--- config.mk ---
export PLATFORM = sky130hd
export DESIGN_NAME = multichannel_cascaded_rc_lowpass_unit
export DESIGN_NICKNAME = d
export VERILOG_FILES = /design/src/sv/mcrc_pkg.sv /design/src/sv/multichannel_cascaded_rc_lowpass_unit.sv /design/src/sv/mcrc_ram.sv
export SDC_FILE = /design/constraint.sdc
export NUM_CORES = 2
export LEC_CHECK = 0
export CORE_MARGIN = 2
export CORE_UTILIZATION = 50
export CTS_CLUSTER_DIAMETER = 120
export CTS_CLUSTER_SIZE = 12
export DETAILED_ROUTE_END_ITERATION = 8
export DONT_BUFFER_PORTS = 1
export HOLD_SLACK_MARGIN = 0.15
export PLACE_DENSITY = 0.68
export RECOVER_POWER = 25
export SYNTH_ARGS = -nofsm -noshare
export SYNTH_HDL_FRONTEND = slang
export SYNTH_SLANG_ARGS = --single-unit
--- constraint.sdc ---
create_clock -name i_clk -period 9.5 [get_ports i_clk]
set_clock_uncertainty 0.2 [all_clocks]
set_input_delay 1.9 -clock i_clk [delete_from_list [all_inputs] [get_ports i_clk]]
set_output_delay 1.9 -clock i_clk [all_outputs]
set_load 0.1 [all_outputs]
--- src/sv/mcrc_pkg.sv ---
// shared constants, types and helpers for the cascaded rc low-pass unit
`timescale 1ns / 1ps
`default_nettype none
package mcrc_pkg;

    localparam int CHANNELS    = 16;
    localparam int CH_W        = (CHANNELS > 1) ? $clog2(CHANNELS) : 1;
    localparam int FRAC_BITS   = 9;
    localparam int SAMPLE_BITS = 16;
    localparam int ST_W        = SAMPLE_BITS + FRAC_BITS + 1;
    localparam int OUT_W       = 16;
    localparam int CNT_W       = 5;
    localparam int CHAN_IN_W   = 8;
    localparam int TAU_IN_W    = 10;
    localparam int TAU_W       = 9;
    localparam int TAU_MIN     = 1;
    localparam int TAU_MAX     = 511;
    localparam int OUT_MAX     = 32767;
    localparam int OUT_MIN     = -32768;
    localparam int PROD_W      = ST_W + 1 + TAU_W + 1;
    localparam int MEM_W       = SAMPLE_BITS + 3 * ST_W;

    localparam logic STATUS_OK  = 1'b0;
    localparam logic STATUS_BAD = 1'b1;
    localparam logic FUNC_PUSH  = 1'b0;
    localparam logic FUNC_READ  = 1'b1;

    typedef struct packed {
        logic signed [SAMPLE_BITS-1:0] raw;
        logic signed [ST_W-1:0]        s1;
        logic signed [ST_W-1:0]        s2;
        logic signed [ST_W-1:0]        s3;
    } t_entry;

    function automatic logic signed [OUT_W-1:0] sat_out(input logic signed [31:0] v);
        logic signed [31:0] w;
        begin
            w = v;
            if (w > OUT_MAX) begin
                w = OUT_MAX;
            end else if (w < OUT_MIN) begin
                w = OUT_MIN;
            end
            return w[OUT_W-1:0];
        end
    endfunction

endpackage
`default_nettype wire

--- src/sv/multichannel_cascaded_rc_lowpass_unit.sv ---
// top level of the multichannel three-stage cascaded rc low-pass unit
`timescale 1ns / 1ps
`default_nettype none
// Each transfer addresses one channel whose raw sample and three Q9 stage values live
// in one ram entry. A push reads the entry, runs the three stages in order through one
// shared multiplier (a multiply state and an add state per stage), writes the entry back
// and presents the result. A push passes ST_READ, the three multiply and add pairs and
// ST_DONE; a read passes ST_READ and ST_DONE, and a rejected channel goes straight to
// ST_DONE. Entries never written read as zero through per-channel valid flops, so no
// clearing pass follows reset. The input side waits only while an item is at work,
// which includes holding a finished result until the output register is free.
module multichannel_cascaded_rc_lowpass_unit
    import mcrc_pkg::*;
(
    input  wire logic                          i_clk,
    input  wire logic                          i_rst_n,
    input  wire logic                          i_cfg_we,
    input  wire logic [CNT_W-1:0]              i_cfg_data,
    input  wire logic                          i_valid,
    output logic                               o_ready,
    input  wire logic                          i_func,
    input  wire logic [CHAN_IN_W-1:0]          i_channel,
    input  wire logic signed [SAMPLE_BITS-1:0] i_sample,
    input  wire logic [TAU_IN_W-1:0]           i_tau,
    output logic                               o_valid,
    input  wire logic                          i_ready,
    output logic                               o_status,
    output logic signed [OUT_W-1:0]            o_raw_out,
    output logic signed [OUT_W-1:0]            o_first_out,
    output logic signed [OUT_W-1:0]            o_second_out,
    output logic signed [OUT_W-1:0]            o_third_out
);

    typedef enum logic [2:0] {
        ST_IDLE,
        ST_READ,
        ST_MUL,
        ST_ADD,
        ST_DONE
    } t_state;

    t_state                  r_state;
    logic [CNT_W-1:0]        r_count;
    logic [CHANNELS-1:0]     r_vld;
    logic                    r_rd_vld;
    logic [CH_W-1:0]         r_ch;
    logic                    r_func;
    logic                    r_ok;
    logic [TAU_W-1:0]        r_tau;
    logic [1:0]              r_stg;
    logic signed [SAMPLE_BITS-1:0] r_raw;
    logic signed [ST_W-1:0]  r_s1;
    logic signed [ST_W-1:0]  r_s2;
    logic signed [ST_W-1:0]  r_s3;
    logic signed [PROD_W-1:0] r_prod;
    logic                    r_ovalid;
    logic                    r_status;
    logic signed [OUT_W-1:0] r_raw_out;
    logic signed [OUT_W-1:0] r_first_out;
    logic signed [OUT_W-1:0] r_second_out;
    logic signed [OUT_W-1:0] r_third_out;

    logic                    w_accept;
    logic                    w_ok;
    logic [TAU_W-1:0]        w_tau;
    logic                    w_out_free;
    logic                    w_we;
    t_entry                  w_rd;
    t_entry                  w_wr;
    logic [MEM_W-1:0]        w_rdata;
    logic signed [ST_W-1:0]  w_scaled;
    logic signed [ST_W-1:0]  w_prev;
    logic signed [ST_W-1:0]  w_cur;
    logic signed [ST_W:0]    w_diff;
    logic signed [PROD_W-1:0] w_step;
    logic signed [ST_W-1:0]  w_new;

    assign o_ready    = (r_state == ST_IDLE);
    assign w_accept   = i_valid && o_ready;
    assign w_out_free = !r_ovalid || i_ready;
    assign w_ok       = (9'(i_channel) < 9'(r_count)) && (9'(i_channel) < 9'(CHANNELS));
    assign w_we       = (r_state == ST_DONE) && w_out_free && r_ok && (r_func == FUNC_PUSH);

    always_comb begin
        if (i_tau < TAU_IN_W'(TAU_MIN)) begin
            w_tau = TAU_W'(TAU_MIN);
        end else if (i_tau > TAU_IN_W'(TAU_MAX)) begin
            w_tau = TAU_W'(TAU_MAX);
        end else begin
            w_tau = i_tau[TAU_W-1:0];
        end
    end

    assign w_rd = t_entry'(w_rdata);
    assign w_wr = '{raw: r_raw, s1: r_s1, s2: r_s2, s3: r_s3};

    mcrc_ram #(
        .WIDTH (MEM_W),
        .DEPTH (CHANNELS)
    ) u_ram (
        .i_clk   (i_clk),
        .i_we    (w_we),
        .i_waddr (r_ch),
        .i_wdata (w_wr),
        .i_raddr (i_channel[CH_W-1:0]),
        .o_rdata (w_rdata)
    );

    // stage operand select for the shared multiplier
    assign w_scaled = {{(ST_W-SAMPLE_BITS-FRAC_BITS){r_raw[SAMPLE_BITS-1]}}, r_raw,
                       {FRAC_BITS{1'b0}}};

    always_comb begin
        case (r_stg)
            2'd0: begin
                w_prev = w_scaled;
                w_cur  = r_s1;
            end
            2'd1: begin
                w_prev = r_s1;
                w_cur  = r_s2;
            end
            default: begin
                w_prev = r_s2;
                w_cur  = r_s3;
            end
        endcase
    end

    assign w_diff = {w_prev[ST_W-1], w_prev} - {w_cur[ST_W-1], w_cur};
    assign w_step = r_prod >>> FRAC_BITS;
    assign w_new  = w_cur + w_step[ST_W-1:0];

    always_ff @(posedge i_clk) begin
        if (!i_rst_n) begin
            r_state  <= ST_IDLE;
            r_count  <= '0;
            r_vld    <= '0;
            r_ovalid <= 1'b0;
            r_stg    <= '0;
        end else begin
            if (i_cfg_we) begin
                r_count <= i_cfg_data;
            end
            if (r_ovalid && i_ready && (r_state != ST_DONE)) begin
                r_ovalid <= 1'b0;
            end
            case (r_state)
                ST_IDLE: begin
                    if (w_accept) begin
                        r_ch     <= i_channel[CH_W-1:0];
                        r_func   <= i_func;
                        r_ok     <= w_ok;
                        r_tau    <= w_tau;
                        r_raw    <= i_sample;
                        r_rd_vld <= r_vld[i_channel[CH_W-1:0]];
                        r_stg    <= '0;
                        r_state  <= w_ok ? ST_READ : ST_DONE;
                    end
                end
                ST_READ: begin
                    if (r_rd_vld) begin
                        r_s1 <= w_rd.s1;
                        r_s2 <= w_rd.s2;
                        r_s3 <= w_rd.s3;
                    end else begin
                        r_s1 <= '0;
                        r_s2 <= '0;
                        r_s3 <= '0;
                    end
                    if (r_func == FUNC_PUSH) begin
                        r_state <= ST_MUL;
                    end else begin
                        r_raw   <= r_rd_vld ? w_rd.raw : '0;
                        r_state <= ST_DONE;
                    end
                end
                ST_MUL: begin
                    r_prod  <= w_diff * $signed({1'b0, r_tau});
                    r_state <= ST_ADD;
                end
                ST_ADD: begin
                    case (r_stg)
                        2'd0:    r_s1 <= w_new;
                        2'd1:    r_s2 <= w_new;
                        default: r_s3 <= w_new;
                    endcase
                    if (r_stg == 2'd2) begin
                        r_state <= ST_DONE;
                    end else begin
                        r_stg   <= r_stg + 2'd1;
                        r_state <= ST_MUL;
                    end
                end
                ST_DONE: begin
                    if (w_out_free) begin
                        r_ovalid <= 1'b1;
                        if (r_ok) begin
                            r_status     <= STATUS_OK;
                            r_raw_out    <= sat_out(32'(r_raw));
                            r_first_out  <= sat_out(32'($signed(r_s1[ST_W-1:FRAC_BITS])));
                            r_second_out <= sat_out(32'($signed(r_s2[ST_W-1:FRAC_BITS])));
                            r_third_out  <= sat_out(32'($signed(r_s3[ST_W-1:FRAC_BITS])));
                        end else begin
                            r_status     <= STATUS_BAD;
                            r_raw_out    <= '0;
                            r_first_out  <= '0;
                            r_second_out <= '0;
                            r_third_out  <= '0;
                        end
                        if (w_we) begin
                            r_vld[r_ch] <= 1'b1;
                        end
                        r_state <= ST_IDLE;
                    end
                end
                default: begin
                    r_state <= ST_IDLE;
                end
            endcase
        end
    end

    assign o_valid      = r_ovalid;
    assign o_status     = r_status;
    assign o_raw_out    = r_raw_out;
    assign o_first_out  = r_first_out;
    assign o_second_out = r_second_out;
    assign o_third_out  = r_third_out;

endmodule
`default_nettype wire

--- src/sv/mcrc_ram.sv ---
// generic single-port-write ram with registered read
`timescale 1ns / 1ps
`default_nettype none
module mcrc_ram #(
    parameter int WIDTH = 8,
    parameter int DEPTH = 16,
    localparam int AW = (DEPTH > 1) ? $clog2(DEPTH) : 1
) (
    input  wire logic                    i_clk,
    input  wire logic                    i_we,
    input  wire logic [AW-1:0]           i_waddr,
    input  wire logic [WIDTH-1:0]        i_wdata,
    input  wire logic [AW-1:0]           i_raddr,
    output logic      [WIDTH-1:0]        o_rdata
);
    logic [WIDTH-1:0] r_mem [DEPTH];

    always_ff @(posedge i_clk) begin
        if (i_we) begin
            r_mem[i_waddr] <= i_wdata;
        end
        o_rdata <= r_mem[i_raddr];
    end
endmodule
`default_nettype wire
======== Yosys cells after proc, flatten, opt, wreduce, memory -nomap -nowiden ========
Memory sizes are Yosys's and may differ from the RTL's. A register that Yosys moved wholly into a read port is not among the register bits.
Cells that the tools add are included.
W data, S select, Z words.
word-level totals
  input bits .............................. 45
  logic and storage cells ................. 136
  flip-flop bits (word level) ............. 237
  output and inout bits ................... 67
  memory bits (writable) .................. 1504
  memories ................................ 1
cells by class
  reductions and logical operators ........ 31
  eq/ne operators ......................... 14
  $lt $le $gt $ge ......................... 15
  muxes and demuxes ....................... 43
  multiply operators ...................... 1
  bitwise logic cells ..................... 3
  add/sub/neg operators ................... 3
memories
  name         depth  bits a word  rd ports  clocked after Yosys merged registers in  wr ports  line            source
  u_ram.r_mem  16     94           1         1                                        1         mcrc_ram.sv:16  logic [WIDTH-1:0] r_mem [DEPTH];
operator list
  kind                    number
  $pmux W26 S2            5
  $mux W26                6
  $mux W16                7
  $mux W15                4
  $gt A17 B16 Y1 const B  3
  $lt A17 B16 Y1 const B  3
  $mul A27 B10 Y35        1
  $pmux W16 S2            1
  $sub A26 B26 Y27        1
  $add A26 B26 Y26        1
  $reduce_and A3 Y1       7
  $gt A16 B16 Y1 const B  1
  $lt A16 B16 Y1 const B  1
  $or A16 B16 Y16         1
  $mux W3                 5
  $pmux W3 S5             1
  $reduce_or A2 Y1        6
  $gt A10 B9 Y1 const B   1
  $lt A10 B1 Y1 const B   1
  $lt A4 B5 Y1 const B    2
  $mux W9                 1
  $logic_and A1 B1 Y1     8
  $lt A8 B5 Y1            1
  $lt A8 B5 Y1 const B    1
  other kinds (23)        41

======== Depth between registers and ports, before layout ========
  depth in word-level cells ............... 7
  gate-level depth with buffers ........... 37
  depth with buffers taken out ............ 35

======== Modules after synthesis ========
Synthesis repeated with hierarchy kept, for this count alone.
second synthesis, totals
  cells, all modules ...................... 4616
  area total of the unflattened synthesis .. 79118.4 sq um
modules (own cells, without submodules)
  module                                 times used  cells each  sequential area each (sq um)  area an instance (sq um)
  mcrc_ram                               1           2408        47045.1                       58018.1
  multichannel_cascaded_rc_lowpass_unit  1           2208        6576.3                        21100.2

======== Least setup slack after synthesis ========
Ideal clock, no wire load.
  kind .................................... input to register
  start point ............................. in i_ready
  end point ............................... mem u_ram.r_mem[0][0] (netlist name) (enable)
  stages .................................. 5
  path buffers ............................ 0
  required time ........................... 8.636 ns
  library setup time ...................... 0.664 ns
  setup slack ............................. -0.438 ns
  arrival ................................. 9.074 ns
  cells stage by stage .................... nand2b_1 and3_1 nand3_1 or3_1 nor3_1
on the way
  longest elaborated chain between the ends .. 6
ends and longest elaborated chain
  item                              line                                         source
  start: declaration                multichannel_cascaded_rc_lowpass_unit.sv:26  input wire logic i_ready,
  $logic_or A1 B1 Y1                multichannel_cascaded_rc_lowpass_unit.sv:80  assign w_out_free = !r_ovalid || i_ready;
  $logic_and A1 B1 Y1 (3 in a row)  multichannel_cascaded_rc_lowpass_unit.sv:82  assign w_we = (r_state == ST_DONE) && w_out_free && r_ok && (r_func == FUNC_PUSH);
  $mux W1                           mcrc_ram.sv:19                               if (i_we) begin
  $mux W1 (not written as such)     mcrc_ram.sv:20                               r_mem[i_waddr] <= i_wdata;
  end: declaration                  mcrc_ram.sv:16
Every way passes these cells.

======== Worst setup path after layout ========
  start point ............................. reg r_stg[0]
  end point ............................... reg r_prod[34] (data pin)
on the way
  longest elaborated chain between the ends .. 4
  elaborated cells between the ends (all ways) .. 6
  those cells by class .................... add/sub: 1; mul: 1; eq/ne: 1; mux: 2; reduce/logical: 1
ends and longest elaborated chain
  item                                              line                                          source
  start: declaration                                multichannel_cascaded_rc_lowpass_unit.sv:50   logic [1:0] r_stg;
  start signal: assignment                          multichannel_cascaded_rc_lowpass_unit.sv:191  r_stg <= r_stg + 2'd1;
  $eq A2 B1 Y1 or $logic_not A2 Y1 (tied branches)  multichannel_cascaded_rc_lowpass_unit.sv:114  case (r_stg)
  $pmux W26 S2                                      multichannel_cascaded_rc_lowpass_unit.sv:114
  $sub A26 B26 Y27 (*)                              multichannel_cascaded_rc_lowpass_unit.sv:130  assign w_diff = {w_prev[ST_W-1], w_prev} - {w_cur[ST_W-1], w_cur};
  $mul A27 B10 Y35 (*)                              multichannel_cascaded_rc_lowpass_unit.sv:179  r_prod <= w_diff * $signed({1'b0, r_tau});
  end signal: assignment                            multichannel_cascaded_rc_lowpass_unit.sv:179
  end: declaration                                  multichannel_cascaded_rc_lowpass_unit.sv:55   logic signed [PROD_W-1:0] r_prod;
Mark *: on every way between the ends. The rest lies on a longest branch, timed or not.
A chain may end at the register's enable or synchronous reset.

==> results.sh <==
export IMPL_dp_slack_ps=156.5
export IMPL_grt_start_max_net_pins=383
export IMPL_reg2regPathDepth=33
export IMPL_final_common_cell="edfxtp_1"
export IMPL_syn_area_um2=78370
export IMPL_synth_cells=4262
export IMPL_io_pins=112
export IMPL_clock_latency_ps=840
export IMPL_fin_hold_ws_ps=266.4
export IMPL_core_rowCount=145
export IMPL_yosysWarnings=0
export IMPL_synth_compound_area_share_pct=3.723
export IMPL_worst_ir_drop_vdd_mv=0.2361
export IMPL_outcome="complete, but fails checks"
export IMPL_clock_power_share_pct=34.1
export IMPL_final_cell_mix="1705 x edfxtp_1, 475 x mux4_2, 345 x nand2_1"
export IMPL_cts_max_level=4
export IMPL_drc=0
export IMPL_die_area_um2=159900
export IMPL_fillers=11824
export IMPL_synth_xor_area_share_pct=0.8829
export IMPL_critPathKind="reg2reg"
export IMPL_grt_pass1_wl_um=279300
export IMPL_drive_gt1_share_pct=17.93
export IMPL_synth_seq_cells=1826
export IMPL_power_density_nw_per_um2=216.6
export IMPL_synth_flop_cell="edfxtp_1"
export IMPL_clockBufferDepth=3
export IMPL_ant_nets=0
export IMPL_grt_pass1_vias=39880
export IMPL_finalHoldViolCount=0
export IMPL_portBuffers=0
export IMPL_routabilityCongestion=0.9100
export IMPL_layout_min_cycle_time_ps=9036
export IMPL_violations="max-slew violations"
export IMPL_core_area_um2=156000
export IMPL_cpPeakStageDelay_ps=570
export IMPL_routed_via_density=6.103
export IMPL_wl_um=193700
export IMPL_swShare_pct=26.04
export IMPL_vias=40047
export IMPL_yosys_area_share_adder_pct=7.006
export IMPL_cts_root_buf="clkbuf_16"
export IMPL_clk_pin_slew_ps=60
export IMPL_p_comb_share_pct=17.6
export IMPL_post_route_period_util_pct=95.12
export IMPL_firstDrtPassIters=7
export IMPL_synth_seq_area_share_pct=68.42
export IMPL_cp_required_ps=9840
export IMPL_tightest_slew_ps=1578
export IMPL_syn_area_per_cell_um2=18.39
export IMPL_final_nets=4725
export IMPL_cp_slowest_cell="fa_1"
export IMPL_dp_hpwl_um=106500
export IMPL_slew_violations=49
export IMPL_cts_buffers=170
export IMPL_finalSetupViolCount=0
export IMPL_drt_iter0_markers=5115
export IMPL_synthSimpleGateAreaFrac_pct=4.082
export IMPL_grt_overflow_total=0
export IMPL_holdCritPathClass="reg2reg"
export IMPL_cts_tree="yes"
export IMPL_initial_core_util_pct=50.23
export IMPL_wl_per_cell_um=29.51
export IMPL_netSwitchingPower_mw=4.875
export IMPL_area_growth_pct=10.31
export IMPL_worstSetupEndpointType="register"
export IMPL_fp_dieH_um=399.9
export IMPL_critPathMaxFanout=14
export IMPL_yosysUniqueCellTypes=71
export IMPL_synth_enable_flop_cells=1705
export IMPL_slew_headroom_pct=-5.186
export IMPL_antenna_found_initial=6
export IMPL_power_frac_seq_pct=48.3
export IMPL_synth_top_family_by_area="multiplexers"
export IMPL_power_mw=18.73
export IMPL_cp_arrival_ps=9380
export IMPL_fin_ws_ps=463.6
export IMPL_synthMuxAreaShare_pct=13.74
export IMPL_crit_top_cell="fa_1"
export IMPL_critPathLaunchType="register"
export IMPL_maxCapViolations=0
export IMPL_p_leak_nw=29.52
export IMPL_synthArstFlopShare_pct=0
export IMPL_mappedNetlistNets=4630
export IMPL_intPower_mw=13.85
export IMPL_cts_sinks=1826
export IMPL_grt_use_total_pct=24.45
export IMPL_die_w_um=399.9
export IMPL_fmax_mhz=110.7
export IMPL_whs_path_depth=1
==> logic make-up after synthesis <==
kind of cell             Yosys count
multiplexers                     482
flip-flops                      1826
buffers and inverters            444
XOR/XNOR                          79
AO/OA/AOI/OAI                    435
adder cells (fa/ha/maj)          323
AND/OR/NAND/NOR                  673
==> sequential cells by signal, summed over array words and instances, names as in the netlist, 2 cells and up <==
name	count
u_ram.r_mem	1504
u_ram.o_rdata	94
r_prod	26
r_s1	26
r_s2	26
r_s3	26
o_first_out	16
o_raw_out	16
o_second_out	16
o_third_out	16
r_raw	16
r_vld	16
r_tau	9
r_count	5
r_ch	4
r_state	3
r_stg	2
==> per-layer routing <==
| layer | GRT usage, % | vias to the layer above | routed length, um |
|---|---|---|---|
| met4 | 6.487 | 0 | 4445 |
| met3 | 5.932 | 243 | 19270 |
| met2 | 37.40 | 1918 | 89610 |
| met5 | 0 | - | 0 |
| li1 | - | 16696 | - |
| met1 | 35.51 | 21190 | 80350 |
==> final cells by class <==
type                       instances  area [um2]  area share [%]
clock inverter                    16       355.3          0.4110
tap                             2058        2575           2.978
sequential                      1826       53620           62.02
timing repair buffer             111       822.0          0.9509
multi-input combinational       1992       23360           27.02
clock buffer                     299        4748           5.492
antenna                            4       10.01         0.01158
inverter                         256       960.9           1.111
==> cell usage after synthesis, drive strengths merged, types with 17 or more instances <==
library cell  number  area [um2]
edfxtp          1705       51200
a21o              71       534.3
a21oi            114       589.3
o21ai             89       445.4
nand2b            17       106.4
buf               32       135.1
and2             144       902.1
o21a              31       232.7
a22o              33       289.0
ha               130        1627
inv              256       960.9
nor2b             27       168.9
fa               193        3864
nand2            345        1295
xnor2             57       499.2
clkbuf           156       585.6
dfxtp            121        2422
nor3              17       90.09
mux4             475       10700
xor2              22       192.7
nor2              57       214.0
a22oi             17       127.6
==> critical path, delay by kind of cell (launching register included) <==
| kind | cells | cell delay [ps] |
|---|---|---|
| and+or+nand+nor | 3 | 780 |
| adders and majority gates | 9 | 3790 |
| DFF | 1 | 350 |
| xor gates and xnor gates | 3 | 480 |
| buffers and inverters | 5 | 440 |
| AOI/OAI and AO/OA | 13 | 2720 |
==> timing repair <==
| item | 4_1_cts | 5_1_grt |
|---|---|---|
| gates resized for setup | 0 | 14 |
| setup endpoints to repair | 0 | 7 |
| setup buffers | 0 | 4 |
| hold buffers | 0 | 0 |
==> metrics by stage <==
step                      cell area [um2]  TNS [ps]  instances  utilization (%)
after floorplan                     78390         0       4262                -
after global placement              81350         0       6239            52.14
after detailed placement            81350         0       6239            52.14
after CTS                           86450         0       6554            55.41
after global routing                86440    -17.04       6558            55.40
final                               86450         0       6562            55.41
==> power groups by stage <==
stage,Combinational (mW),Sequential (mW),Clock (mW)
finish,3.29,9.05,6.39
global route,3.70,9.05,6.80
CTS,3.27,9.05,6.49
detailed placement,3.25,9.22,0
global placement,3.19,9.22,0
floorplan,2.59,9.19,0
==> final timing paths <==
check	from	end	slack [ps]
max	r_stg[0]	r_prod[34]	460
min	r_vld[13]	r_vld[13]	270
max reg2reg	r_stg[0]	r_prod[34]	460
min reg2reg	r_vld[13]	r_vld[13]	270
Power figures use the tool's default switching activity.
